## src/rtl/ctls_pkg.sv

```systemverilog
package ctls_pkg;

   // Field widths
   localparam int CMD_W       = 1;
   localparam int UNIT_W      = 8;
   localparam int LAMP_W      = 8;
   localparam int PHASE_W     = 4;
   localparam int SLOT_W      = 2;
   localparam int ELAPSED_W   = 18;
   localparam int REQ_TDATA_W = 8;
   localparam int RSP_TDATA_W = 16;

   // Default timing scale, ms per unit
   localparam int STEP_MS_PER_UNIT_DEF   = 250;
   localparam int YELLOW_MS_PER_UNIT_DEF = 1000;

   // Item kinds carried in tuser
   localparam logic [CMD_W-1:0] CMD_TICK = 1'b0;
   localparam logic [CMD_W-1:0] CMD_BYTE = 1'b1;

   // Phase codes
   localparam logic [PHASE_W-1:0] PHASE_FIRST_RED = 4'd0;
   localparam logic [PHASE_W-1:0] PHASE_YELLOW    = 4'd4;
   localparam logic [PHASE_W-1:0] PHASE_LAST      = 4'd8;

   // Byte slot codes: which unit register the next byte loads
   localparam logic [SLOT_W-1:0] SLOT_YELLOW = 2'd0;
   localparam logic [SLOT_W-1:0] SLOT_RED    = 2'd1;
   localparam logic [SLOT_W-1:0] SLOT_GREEN  = 2'd2;
   localparam logic [SLOT_W-1:0] SLOT_UNUSED = 2'd3;

   localparam logic [UNIT_W-1:0]    UNITS_RESET = 8'd1;
   localparam logic [ELAPSED_W-1:0] ELAPSED_MAX = '1;

   typedef struct packed {
      logic [CMD_W-1:0]  cmd;
      logic [UNIT_W-1:0] rx_byte;
   } req_type;

   typedef struct packed {
      logic [PHASE_W-1:0] phase_now;
      logic               yellow_on;
      logic [LAMP_W-1:0]  lamp_pattern;
   } rsp_type;

   // Countdown lamp pattern per phase; upper nibble red, lower green
   function automatic logic [LAMP_W-1:0] lamp_of(input logic [PHASE_W-1:0] p);
      logic [LAMP_W-1:0] lamp;
      case (p)
         4'd0:    lamp = 8'b1111_0000;
         4'd1:    lamp = 8'b1110_0000;
         4'd2:    lamp = 8'b1100_0000;
         4'd3:    lamp = 8'b1000_0000;
         4'd4:    lamp = 8'b0000_0000;
         4'd5:    lamp = 8'b0000_1111;
         4'd6:    lamp = 8'b0000_1110;
         4'd7:    lamp = 8'b0000_1100;
         default: lamp = 8'b0000_1000;
      endcase
      return lamp;
   endfunction

endpackage

```

## src/rtl/ctls_core.sv

```systemverilog
module ctls_core #(
   parameter int STEP_MS_PER_UNIT   = ctls_pkg::STEP_MS_PER_UNIT_DEF,
   parameter int YELLOW_MS_PER_UNIT = ctls_pkg::YELLOW_MS_PER_UNIT_DEF
) (
   input  logic              clock,
   input  logic              reset,
   input  logic              item_fire,
   input  ctls_pkg::req_type item,
   output ctls_pkg::rsp_type result
);
   import ctls_pkg::*;

   localparam int FAC_MAX = (STEP_MS_PER_UNIT > YELLOW_MS_PER_UNIT) ?
                            STEP_MS_PER_UNIT : YELLOW_MS_PER_UNIT;
   localparam int FAC_W   = $clog2(FAC_MAX + 1);
   localparam int DUR_W   = UNIT_W + FAC_W;
   localparam int CMP_W   = (DUR_W > ELAPSED_W) ? DUR_W : ELAPSED_W;

   logic [PHASE_W-1:0]   phase_ff, phase_in;
   logic [ELAPSED_W-1:0] elapsed_ff, elapsed_in;
   logic [UNIT_W-1:0]    red_units_ff, red_units_in;
   logic [UNIT_W-1:0]    yellow_units_ff, yellow_units_in;
   logic [UNIT_W-1:0]    green_units_ff, green_units_in;
   logic [SLOT_W-1:0]    byte_slot_ff, byte_slot_in;

   logic [ELAPSED_W-1:0] elapsed_upd;
   logic [PHASE_W-1:0]   phase_eff;
   logic [UNIT_W-1:0]    dur_units;
   logic [FAC_W-1:0]     dur_factor;
   logic [DUR_W-1:0]     duration;
   logic                 phase_done;

   // Count ticks, saturating at full scale
   always_comb begin
      elapsed_upd = elapsed_ff;
      if (item.cmd == CMD_TICK && elapsed_ff != ELAPSED_MAX) begin
         elapsed_upd = elapsed_ff + 1'b1;
      end
   end

   // Load received bytes into the rotating unit slots
   always_comb begin
      red_units_in    = red_units_ff;
      yellow_units_in = yellow_units_ff;
      green_units_in  = green_units_ff;
      byte_slot_in    = byte_slot_ff;
      if (item.cmd == CMD_BYTE) begin
         case (byte_slot_ff)
            SLOT_YELLOW: begin
               yellow_units_in = item.rx_byte;
               byte_slot_in    = SLOT_RED;
            end
            SLOT_RED: begin
               red_units_in = item.rx_byte;
               byte_slot_in = SLOT_GREEN;
            end
            SLOT_GREEN: begin
               green_units_in = item.rx_byte;
               byte_slot_in   = SLOT_YELLOW;
            end
            default: begin
               byte_slot_in = SLOT_YELLOW;
            end
         endcase
      end
   end

   // Pick the running phase duration from the freshly updated units
   always_comb begin
      phase_eff = (phase_ff > PHASE_LAST) ? PHASE_LAST : phase_ff;
      if (phase_eff < PHASE_YELLOW) begin
         dur_units  = red_units_in;
         dur_factor = FAC_W'(STEP_MS_PER_UNIT);
      end else if (phase_eff == PHASE_YELLOW) begin
         dur_units  = yellow_units_in;
         dur_factor = FAC_W'(YELLOW_MS_PER_UNIT);
      end else begin
         dur_units  = green_units_in;
         dur_factor = FAC_W'(STEP_MS_PER_UNIT);
      end
      duration   = DUR_W'(dur_units) * DUR_W'(dur_factor);
      phase_done = CMP_W'(elapsed_upd) >= CMP_W'(duration);
   end

   // Advance the phase once the duration is reached
   always_comb begin
      elapsed_in = elapsed_upd;
      phase_in   = phase_ff;
      if (phase_done) begin
         elapsed_in = '0;
         phase_in   = (phase_eff == PHASE_LAST) ? PHASE_FIRST_RED : phase_eff + 1'b1;
      end
   end

   // Result reflects the state after this beat
   always_comb begin
      result.phase_now    = phase_in;
      result.yellow_on    = (phase_in == PHASE_YELLOW);
      result.lamp_pattern = lamp_of(phase_in);
   end

   always_ff @(posedge clock) begin
      if (reset) begin
         phase_ff        <= PHASE_FIRST_RED;
         elapsed_ff      <= '0;
         red_units_ff    <= UNITS_RESET;
         yellow_units_ff <= UNITS_RESET;
         green_units_ff  <= UNITS_RESET;
         byte_slot_ff    <= SLOT_YELLOW;
      end else if (item_fire) begin
         phase_ff        <= phase_in;
         elapsed_ff      <= elapsed_in;
         red_units_ff    <= red_units_in;
         yellow_units_ff <= yellow_units_in;
         green_units_ff  <= green_units_in;
         byte_slot_ff    <= byte_slot_in;
      end
   end

`ifndef NO_ASSERTIONS
   a_phase_range: assert property (@(posedge clock) disable iff (reset)
      phase_ff <= PHASE_LAST)
      else $error("phase beyond last green step");

   a_slot_used: assert property (@(posedge clock) disable iff (reset)
      byte_slot_ff != SLOT_UNUSED)
      else $error("byte slot reached unused code");

   a_phase_clears_elapsed: assert property (@(posedge clock) disable iff (reset)
      phase_ff != $past(phase_ff) |-> elapsed_ff == '0)
      else $error("phase moved without clearing elapsed time");

   a_phase_single_step: assert property (@(posedge clock) disable iff (reset)
      phase_ff == $past(phase_ff) || phase_ff == $past(phase_ff) + 4'd1 ||
      (phase_ff == PHASE_FIRST_RED && $past(phase_ff) == PHASE_LAST))
      else $error("phase skipped a step");
`endif

endmodule

```

## src/rtl/ctls_out_reg.sv

```systemverilog
module ctls_out_reg (
   input  logic                                 clock,
   input  logic                                 reset,
   input  logic                                 load,
   input  ctls_pkg::rsp_type                    result,
   output logic                                 free,
   input  logic                                 rsp_tready,
   output logic                                 rsp_tvalid,
   output logic [ctls_pkg::RSP_TDATA_W-1:0]     rsp_tdata
);
   import ctls_pkg::*;

   logic    valid_ff, valid_in;
   rsp_type data_ff;

   // Room for a new result when empty or being drained this cycle
   assign free     = !valid_ff || rsp_tready;
   assign valid_in = load || (valid_ff && !rsp_tready);

   always_ff @(posedge clock) begin
      if (reset) begin
         valid_ff <= 1'b0;
      end else begin
         valid_ff <= valid_in;
      end
   end

   // Hold payload until the beat is taken
   always_ff @(posedge clock) begin
      if (load) begin
         data_ff <= result;
      end
   end

   assign rsp_tvalid = valid_ff;
   assign rsp_tdata  = RSP_TDATA_W'(data_ff);

`ifndef NO_ASSERTIONS
   a_load_only_when_free: assert property (@(posedge clock) disable iff (reset)
      load |-> free)
      else $error("result loaded over an untaken beat");

   a_valid_drops_on_take: assert property (@(posedge clock) disable iff (reset)
      valid_ff && rsp_tready && !load |=> !valid_ff)
      else $error("taken beat stayed valid");

   a_phase_field_range: assert property (@(posedge clock) disable iff (reset)
      valid_ff |-> data_ff.phase_now <= PHASE_LAST)
      else $error("result phase out of range");
`endif

endmodule

```

## src/rtl/countdown_traffic_light_sequencer.sv

```systemverilog
// Nine-phase countdown traffic light. Each input beat is a millisecond tick
// (tuser 0) or a duration byte (tuser 1) that loads yellow, red and green
// units in turn; every beat yields one result beat with the lamp pattern,
// the yellow lamp and the phase after that beat. Red and green steps last
// units*STEP_MS_PER_UNIT ticks, yellow lasts units*YELLOW_MS_PER_UNIT ticks,
// and a duration of zero advances the phase on every beat. One beat is taken
// per cycle while req_tready is high; a result beat passes through the input
// register, then the result register, and waits there while rsp_tready is low.
// The rate is set by the phase update in ctls_core, which selects the units,
// does one 8 x 10 bit multiply and one compare combinationally.
// While a finished result waits on rsp_tready, one more input beat is taken
// into the input register; req_tready then stays low until the result drains.
module countdown_traffic_light_sequencer #(
   parameter int STEP_MS_PER_UNIT   = ctls_pkg::STEP_MS_PER_UNIT_DEF,
   parameter int YELLOW_MS_PER_UNIT = ctls_pkg::YELLOW_MS_PER_UNIT_DEF
) (
   input  logic                                 clock,
   input  logic                                 reset,
   input  logic                                 req_tvalid,
   output logic                                 req_tready,
   input  logic [ctls_pkg::REQ_TDATA_W-1:0]     req_tdata,   // [7:0] rx_byte
   input  logic [ctls_pkg::CMD_W-1:0]           req_tuser,   // [0] cmd
   output logic                                 rsp_tvalid,
   input  logic                                 rsp_tready,
   // [7:0] lamp_pattern, [8] yellow_on, [12:9] phase_now, [15:13] zero
   output logic [ctls_pkg::RSP_TDATA_W-1:0]     rsp_tdata
);
   import ctls_pkg::*;

   logic    in_valid_ff, in_valid_in;
   req_type in_item_ff;
   logic    out_free;
   logic    advance;
   rsp_type result;

   // Move the held beat into the result register when there is room
   assign advance     = in_valid_ff && out_free;
   assign req_tready  = !in_valid_ff || advance;
   assign in_valid_in = (req_tvalid && req_tready) || (in_valid_ff && !advance);

   always_ff @(posedge clock) begin
      if (reset) begin
         in_valid_ff <= 1'b0;
      end else begin
         in_valid_ff <= in_valid_in;
      end
   end

   // Capture the input beat
   always_ff @(posedge clock) begin
      if (req_tvalid && req_tready) begin
         in_item_ff.cmd     <= req_tuser;
         in_item_ff.rx_byte <= req_tdata[UNIT_W-1:0];
      end
   end

   ctls_core #(
      .STEP_MS_PER_UNIT   (STEP_MS_PER_UNIT),
      .YELLOW_MS_PER_UNIT (YELLOW_MS_PER_UNIT)
   ) u_core (
      .clock     (clock),
      .reset     (reset),
      .item_fire (advance),
      .item      (in_item_ff),
      .result    (result)
   );

   ctls_out_reg u_out (
      .clock      (clock),
      .reset      (reset),
      .load       (advance),
      .result     (result),
      .free       (out_free),
      .rsp_tready (rsp_tready),
      .rsp_tvalid (rsp_tvalid),
      .rsp_tdata  (rsp_tdata)
   );

`ifndef NO_ASSERTIONS
   a_no_accept_when_full: assert property (@(posedge clock) disable iff (reset)
      in_valid_ff && !out_free |-> !req_tready)
      else $error("input beat accepted over a held beat");

   a_held_beat_moves: assert property (@(posedge clock) disable iff (reset)
      in_valid_ff && out_free |=> rsp_tvalid)
      else $error("held beat did not reach the result register");

   a_result_after_accept: assert property (@(posedge clock) disable iff (reset)
      req_tvalid && req_tready |=> in_valid_ff)
      else $error("accepted beat lost");
`endif

endmodule

```

## config.mk

```make
export PLATFORM = sky130hd
export DESIGN_NAME = countdown_traffic_light_sequencer
export DESIGN_NICKNAME = d
export VERILOG_FILES = /design/src/rtl/ctls_pkg.sv /design/src/rtl/ctls_core.sv /design/src/rtl/ctls_out_reg.sv /design/src/rtl/countdown_traffic_light_sequencer.sv
export SDC_FILE = /design/constraint.sdc
export NUM_CORES = 1
export LEC_CHECK = 0
export BUFFER_PORTS_ARGS = -buffer_cell sky130_fd_sc_hd__buf_2
export CAP_MARGIN = 10
export CORE_UTILIZATION = 45
export DETAILED_ROUTE_END_ITERATION = 8
export PLACE_DENSITY_LB_ADDON = 0.1
export SETUP_SLACK_MARGIN = 0.15
export SYNTH_ARGS = -nofsm -noshare
export SYNTH_HDL_FRONTEND = slang
export SYNTH_SLANG_ARGS = --single-unit
```

## constraint.sdc

```tcl
create_clock -name clock -period 12.8 [get_ports clock]
set_input_delay 0 -clock clock [delete_from_list [all_inputs] [get_ports clock]]
set_output_delay 0 -clock clock [all_outputs]
set_load 0.02 [all_outputs]
```

* Word level (Yosys, flattened, before mapping)
Memories as Yosys holds them, arrays and structs flattened. A register that Yosys moved wholly into a read port is not among the register bits. Cells that the tools add are included.
Storage, ports and cells: output and inout bits 18, memories 1, memory bits (read-only) 64, input port bits 13, logic and storage cells 57, register bits after elaboration 64
Memories:
- (no name shown) | words 8, bits a word 8, read ports 1, clocked after Yosys merged registers in 1, write ports 0, line ctls_pkg.sv:49 | case (p)
Operators by class: add/sub/neg operators 2, bitwise gates (word level) 1, order comparisons 3, equality and inequality tests 6, multiplexer cells 16, multipliers 1, reduce and logical (&&, ||, !) cells 15
Operators by type and width (number):
- 2-to-1 mux 8 bit | 8
- 2-to-1 mux 18 bit | 2
- 2-to-1 mux 10 bit | 2
- adder 18 x 1 -> 18 bit (second input constant) | 1
- >= comparator 18 bit | 1
- multiplier 8 x 10 -> 18 bit | 1
- != test 18 bit (second input constant) | 1
- 2-to-1 mux 4 bit | 3
- equality test 4 x 3 -> 1 bit (second input constant) | 2
- logical AND 1 bit | 5
- adder 4 x 1 -> 4 bit (second input constant) | 1
- equality test 4 bit (second input constant) | 1
- greater-than comparator 4 bit (second input constant) | 1
- logical NOT 1 bit | 4
- logical OR 1 bit | 4
- < comparator 4 x 3 -> 1 bit (second input constant) | 1
- one-hot mux 2 bit (2 select lines) | 1
- equality test 2 x 1 -> 1 bit (second input constant) | 1
- equality test 2 bit (second input constant) | 1
- logical NOT 2 bit | 1
- AND reduction 2 bit | 1
- inverter 1 bit | 1

* Logic depth before layout (Yosys ltp)
depth in word-level cells 9, gate-level depth with buffers 38, depth with buffers taken out 35

* Modules after synthesis
From an unflattened synthesis, not the netlist that was laid out.
Second synthesis, totals: cell total of the unflattened synthesis 708, area total of the unflattened synthesis 6072.1 um^2
By module, submodules not included:
- ctls_core | instances 1, area an instance 5276.3 um^2, sequential area each 960.9 um^2, cells each 672
- ctls_out_reg | instances 1, area an instance 462.9 um^2, sequential area each 410.4 um^2, cells each 21
- countdown_traffic_light_sequencer | instances 1, area an instance 332.8 um^2, sequential area each 290.3 um^2, cells each 15

* Least setup slack after synthesis
Ideal clock, no wire load.
path kind flip-flop to flip-flop, start point reg u_core.phase_ff[3], end point reg, netlist name u_out.rsp_tdata[1], setup time 0.255 ns, clock period less this slack 8.273 ns, arrival 8.017 ns, path buffers 3, required time 12.545 ns, cell stages (with the launch flop) 36, path slack 4.527 ns, cells stage by stage dfxtp_1 clkbuf_1 nand2b_1 ha_1 nand3b_1 mux2_2 a211oi_1 o21ai_0 inv_1 fa_1 inv_1 fa_1 inv_1 fa_1 inv_1 fa_1 inv_1 ha_1 nor2b_1 o41ai_1 o21ai_0 o41ai_1 xnor2_1 ha_1 nand4_1 or4_1 a31o_2 o211ai_1 or2_0 buf_2 buf_2 a21oi_1 a31oi_1 ha_1 inv_1 nor2_1
Between the ends: word-level cells in the longest chain between the ends 8, elaborated cells on any way between the ends 14, classes of those cells add/sub: 1; mul: 1; order compare: 3; eq/ne: 2; mux: 7
RTL lines:
- start: declaration | line ctls_core.sv:19 | logic [PHASE_W-1:0] phase_ff, phase_in;
- start signal: assignment | line ctls_core.sv:111 | phase_ff <= phase_in;
- parallel branches: the longest is 7 deep, another holds multiplier 8 x 10 -> 18 bit
- 2-to-1 mux 4 bit (*) | line ctls_core.sv:89 | if (phase_done) begin
Every way passes the cells marked *. A chain may end at the register's enable or synchronous reset.

* Worst setup path in the final report
start point reg u_core.phase_ff[3], end point reg, netlist name u_out.rsp_tdata[1]
Between the ends: word-level cells in the longest chain between the ends 8, elaborated cells on any way between the ends 14, classes of those cells add/sub: 1; mul: 1; order compare: 3; eq/ne: 2; mux: 7
RTL lines (line):
- parallel branches: the longest is 7 deep, another holds multiplier 8 x 10 -> 18 bit
- 2-to-1 mux 4 bit (*) | ctls_core.sv:89
Marked as above.

==> results.sh <==
export IMPL_outcome="finished, final reports clean"
export IMPL_start_kind="register"
export IMPL_h_tree_depth=3
export IMPL_timing_worst_setup_path_type="reg -> reg"
export IMPL_syn_area_mm2=0.00593
export IMPL_wl_per_cell_um=14.5
export IMPL_coreArea_mm2=0.0127
export IMPL_max_vdd_ir_drop_mv=0.0616
export IMPL_ys_ff_latch=72
export IMPL_grt_antenna_before_repair=0
export IMPL_grt_first_pass_wirelength_um=22100
export IMPL_drt_pass1_iterations=4
export IMPL_area_growth_pct=10.9
export IMPL_mostFrequentLayoutCell="nand2_1"
export IMPL_internal_power_uw=425
export IMPL_pin_count=31
export IMPL_placement_io_buffers=27
export IMPL_postRouteAntennaNets=0
export IMPL_worst_r2r_path_depth=32
export IMPL_hold_path_class="in -> reg"
export IMPL_hpwlAfterDp_um=9950
export IMPL_power_per_cell_area_mw_per_mm2=86.2
export IMPL_period_needed_ns=9.67
export IMPL_rows=41
export IMPL_tightestPinTransition_ns=0.954
export IMPL_skew_ns=0.00772
export IMPL_dpl_cell_area_mm2=0.00618
export IMPL_final_layout_size_suffix_gt1_share_pct=8.56
export IMPL_grt_util_all_layers_pct=20.8
export IMPL_area_enclosed_by_the_die_boundary_mm2=0.0136
export IMPL_finish_utilization_pct=51.7
export IMPL_crit_path_top_delay_cell="or2_0"
export IMPL_synth_flop_cell="dfxtp_1"
export IMPL_postSynth_asyncResetShare_pct=0
export IMPL_arrival_ns=9.76
export IMPL_hold_depth=2
export IMPL_min_to="u_core.elapsed_ff[1]"
export IMPL_finalWirelength_um=13000
export IMPL_power_frac_seq_pct=43.3
export IMPL_max_freq_mhz=103
export IMPL_number_of_flops_mapped_to_enable_cells_by_yosys=22
export IMPL_p_clk_share_pct=43.1
export IMPL_p_leak_nw=2.97
export IMPL_synth_distinct_cells=65
export IMPL_layout_nets=827
export IMPL_viasPerCell=5.40
export IMPL_critical_path_endpoint_type="register"
export IMPL_required_ns=12.89
export IMPL_synth_top_cells_by_area="dfxtp_1 17%, ha_1 14%, edfxtp_1 11%"
export IMPL_cap_violations=0
export IMPL_holdCritStartpoint="reset"
export IMPL_cts_inserted_buffers=9
export IMPL_detailroute_via_count=4838
export IMPL_worst_r2r_startpoint="u_core.phase_ff[3]"
export IMPL_finalSetupViolCount=0
export IMPL_die_width_um=117
export IMPL_cpMostUsedCell="inv_1"
export IMPL_share_of_the_synthesized_area_in_the_top_cell_type_pct=16.9
export IMPL_synth_yosys_seq_area_share_pct=28.0
export IMPL_worstPathMaxFanout=15
export IMPL_switching_power_uw=142
export IMPL_mostFrequentLayoutCells="81 x nand2_1, 75 x inv_1, 68 x ha_1, 62 x a21oi_1"
export IMPL_drt_first_iter_violations=269
export IMPL_cp_num_buf_inv=6
export IMPL_cts_hold_buffers_added=11
export IMPL_grt_pass1_vias=4678
export IMPL_rrSetupSlack_ns=3.13
export IMPL_total_design_power_uw=567
export IMPL_drcViolationCount=0
export IMPL_crit_family="adder cells"
export IMPL_yosysTopAreaCell="dfxtp_1"
export IMPL_post_synthesis_average_cell_area_um2=8.51
export IMPL_tritoncts_clock_tree="yes"
export IMPL_synth_warning_count=0
export IMPL_cts_clk_slew_worst_paths_ns=0.06
export IMPL_globalRouteOverflowTotal=0
export IMPL_ctsResizeCount=0
export IMPL_reg2reg_to="u_out.rsp_tdata[1]"
export IMPL_cpPeakStageDelay_ns=0.66
export IMPL_period_utilisation_layout_pct=75.5
export IMPL_p_comb_share_pct=13.5
export IMPL_p_sw_share_pct=25.1
export IMPL_final_max_slew_violation_count=0
export IMPL_finalHoldViolations=0
export IMPL_grt_max_degree=50
export IMPL_antenna_cells_inserted=0
export IMPL_rsz0062_at_grt="no"
export IMPL_post_route_cell_area_mm2=0.00658
export IMPL_max_slew_margin_rel_pct=36.1
export IMPL_sink_count_of_the_clock_tree=72
export IMPL_cts_root_to_sink_buffers=2
export IMPL_post_cts_repair_setup_buffers=0
export IMPL_die_height_um=117
export IMPL_clkLatencyLatePin_ns=0.34
export IMPL_place_gp_congestion=0.826
export IMPL_cts_root_buffer="clkbuf_16"
export IMPL_initial_utilization_pct=46.6
export IMPL_setup_tns_final_ns=0
export IMPL_post_synth_inst_count=697
cell type report:
| class | instances | area [µm²] |
|---|---|---|
| fill | 1248 | 6140 |
| inverter | 76 | 285 |
| sequential | 72 | 1660 |
| multi-input combinational | 519 | 3850 |
| clock inverter | 4 | 46.3 |
| timing repair buffer | 42 | 275 |
| tap | 172 | 215 |
| clock buffer | 11 | 243 |
worst max path at each step:
stage / start / end / slack [ns] / cells after the start
final: u_core.phase_ff[3] / u_out.rsp_tdata[1] / 3.13 / 32
after global placement: u_core.phase_ff[3] / u_out.rsp_tdata[1] / 3.42 / 32
after floorplan: u_core.phase_ff[3] / u_out.rsp_tdata[1] / 4.53 / 35
after CTS: u_core.phase_ff[3] / u_out.rsp_tdata[1] / 3.15 / 32
after detailed placement: u_core.phase_ff[3] / u_out.rsp_tdata[1] / 3.20 / 32
after global routing: u_core.phase_ff[3] / u_out.rsp_tdata[1] / 2.33 / 32
cells in the mapped netlist, types with 2 or more instances:
master	n
a211oi_1	6
a21o_1	5
a21oi_1	62
a22o_1	2
a311oi_1	2
a31oi_1	7
and2_1	6
and3_1	3
and3_2	2
and3b_1	2
and4_1	3
buf_2	9
buf_4	3
clkbuf_1	19
dfxtp_1	50
edfxtp_1	22
fa_1	26
ha_1	68
inv_1	75
mux2_2	2
mux2i_1	18
nand2_1	81
nand2b_1	6
nand3_1	37
nand3b_1	4
nand4_1	8
nor2_1	50
nor2b_1	4
nor3_1	17
nor3b_1	2
o211ai_1	2
o21a_1	3
o21ai_0	11
o31a_1	2
o31ai_1	3
o32ai_1	3
o41ai_1	3
or2_2	6
or3_1	3
or4_1	2
xnor2_1	25
xor2_1	10
sequential cells by signal, summed over array words and instances (netlist names):
name                    cells
in_item_ff                  9
in_valid_ff                 1
u_core.byte_slot_ff         2
u_core.elapsed_ff          18
u_core.green_units_ff       8
u_core.phase_ff             4
u_core.red_units_ff         8
u_core.yellow_units_ff      8
u_out.rsp_tdata            13
u_out.rsp_tvalid            1
per-stage QoR:
step	hold slack [ns]	setup WS [ns]	instances
floorplan	0.0989	4.53	699
global placement	0.176	3.42	870
detailed placement	0.178	3.20	870
CTS	0.291	3.15	896
global route	0.348	2.33	896
finish	0.311	3.13	896
cells by family after synthesis:
| family | share of synthesized area [%] |
|---|---|
| AO/OA/AOI/OAI | 13.6 |
| XOR/XNOR | 5.17 |
| adder cells (fa/ha/maj) | 23.1 |
| buffers and inverters | 7.21 |
| flip-flops | 28.0 |
| multiplexers | 3.67 |
| other | 0.0632 |
| AND/OR/NAND/NOR | 19.2 |
power by group through the flow:
| stage | combinational, mW | clock (mW) | sequential (mW) |
|---|---|---|---|
| 5_1_grt | 0.0895 | 0.257 | 0.246 |
| 6_report | 0.0768 | 0.245 | 0.246 |
| 2_1_floorplan | 0.0573 | 0 | 0.250 |
| 4_1_cts | 0.0777 | 0.251 | 0.246 |
| 3_3_place_gp | 0.0736 | 0 | 0.251 |
| 3_5_place_dp | 0.0745 | 0 | 0.251 |
routing by layer:
layer | track usage [%] | part of all wire [%]
met1 | 26.3 | 47
met4 | 4.89 | 0.73
met5 | 0 | 0
met2 | 37.0 | 50
met3 | 3.40 | 2.3
(Power assumes the default switching activity.)
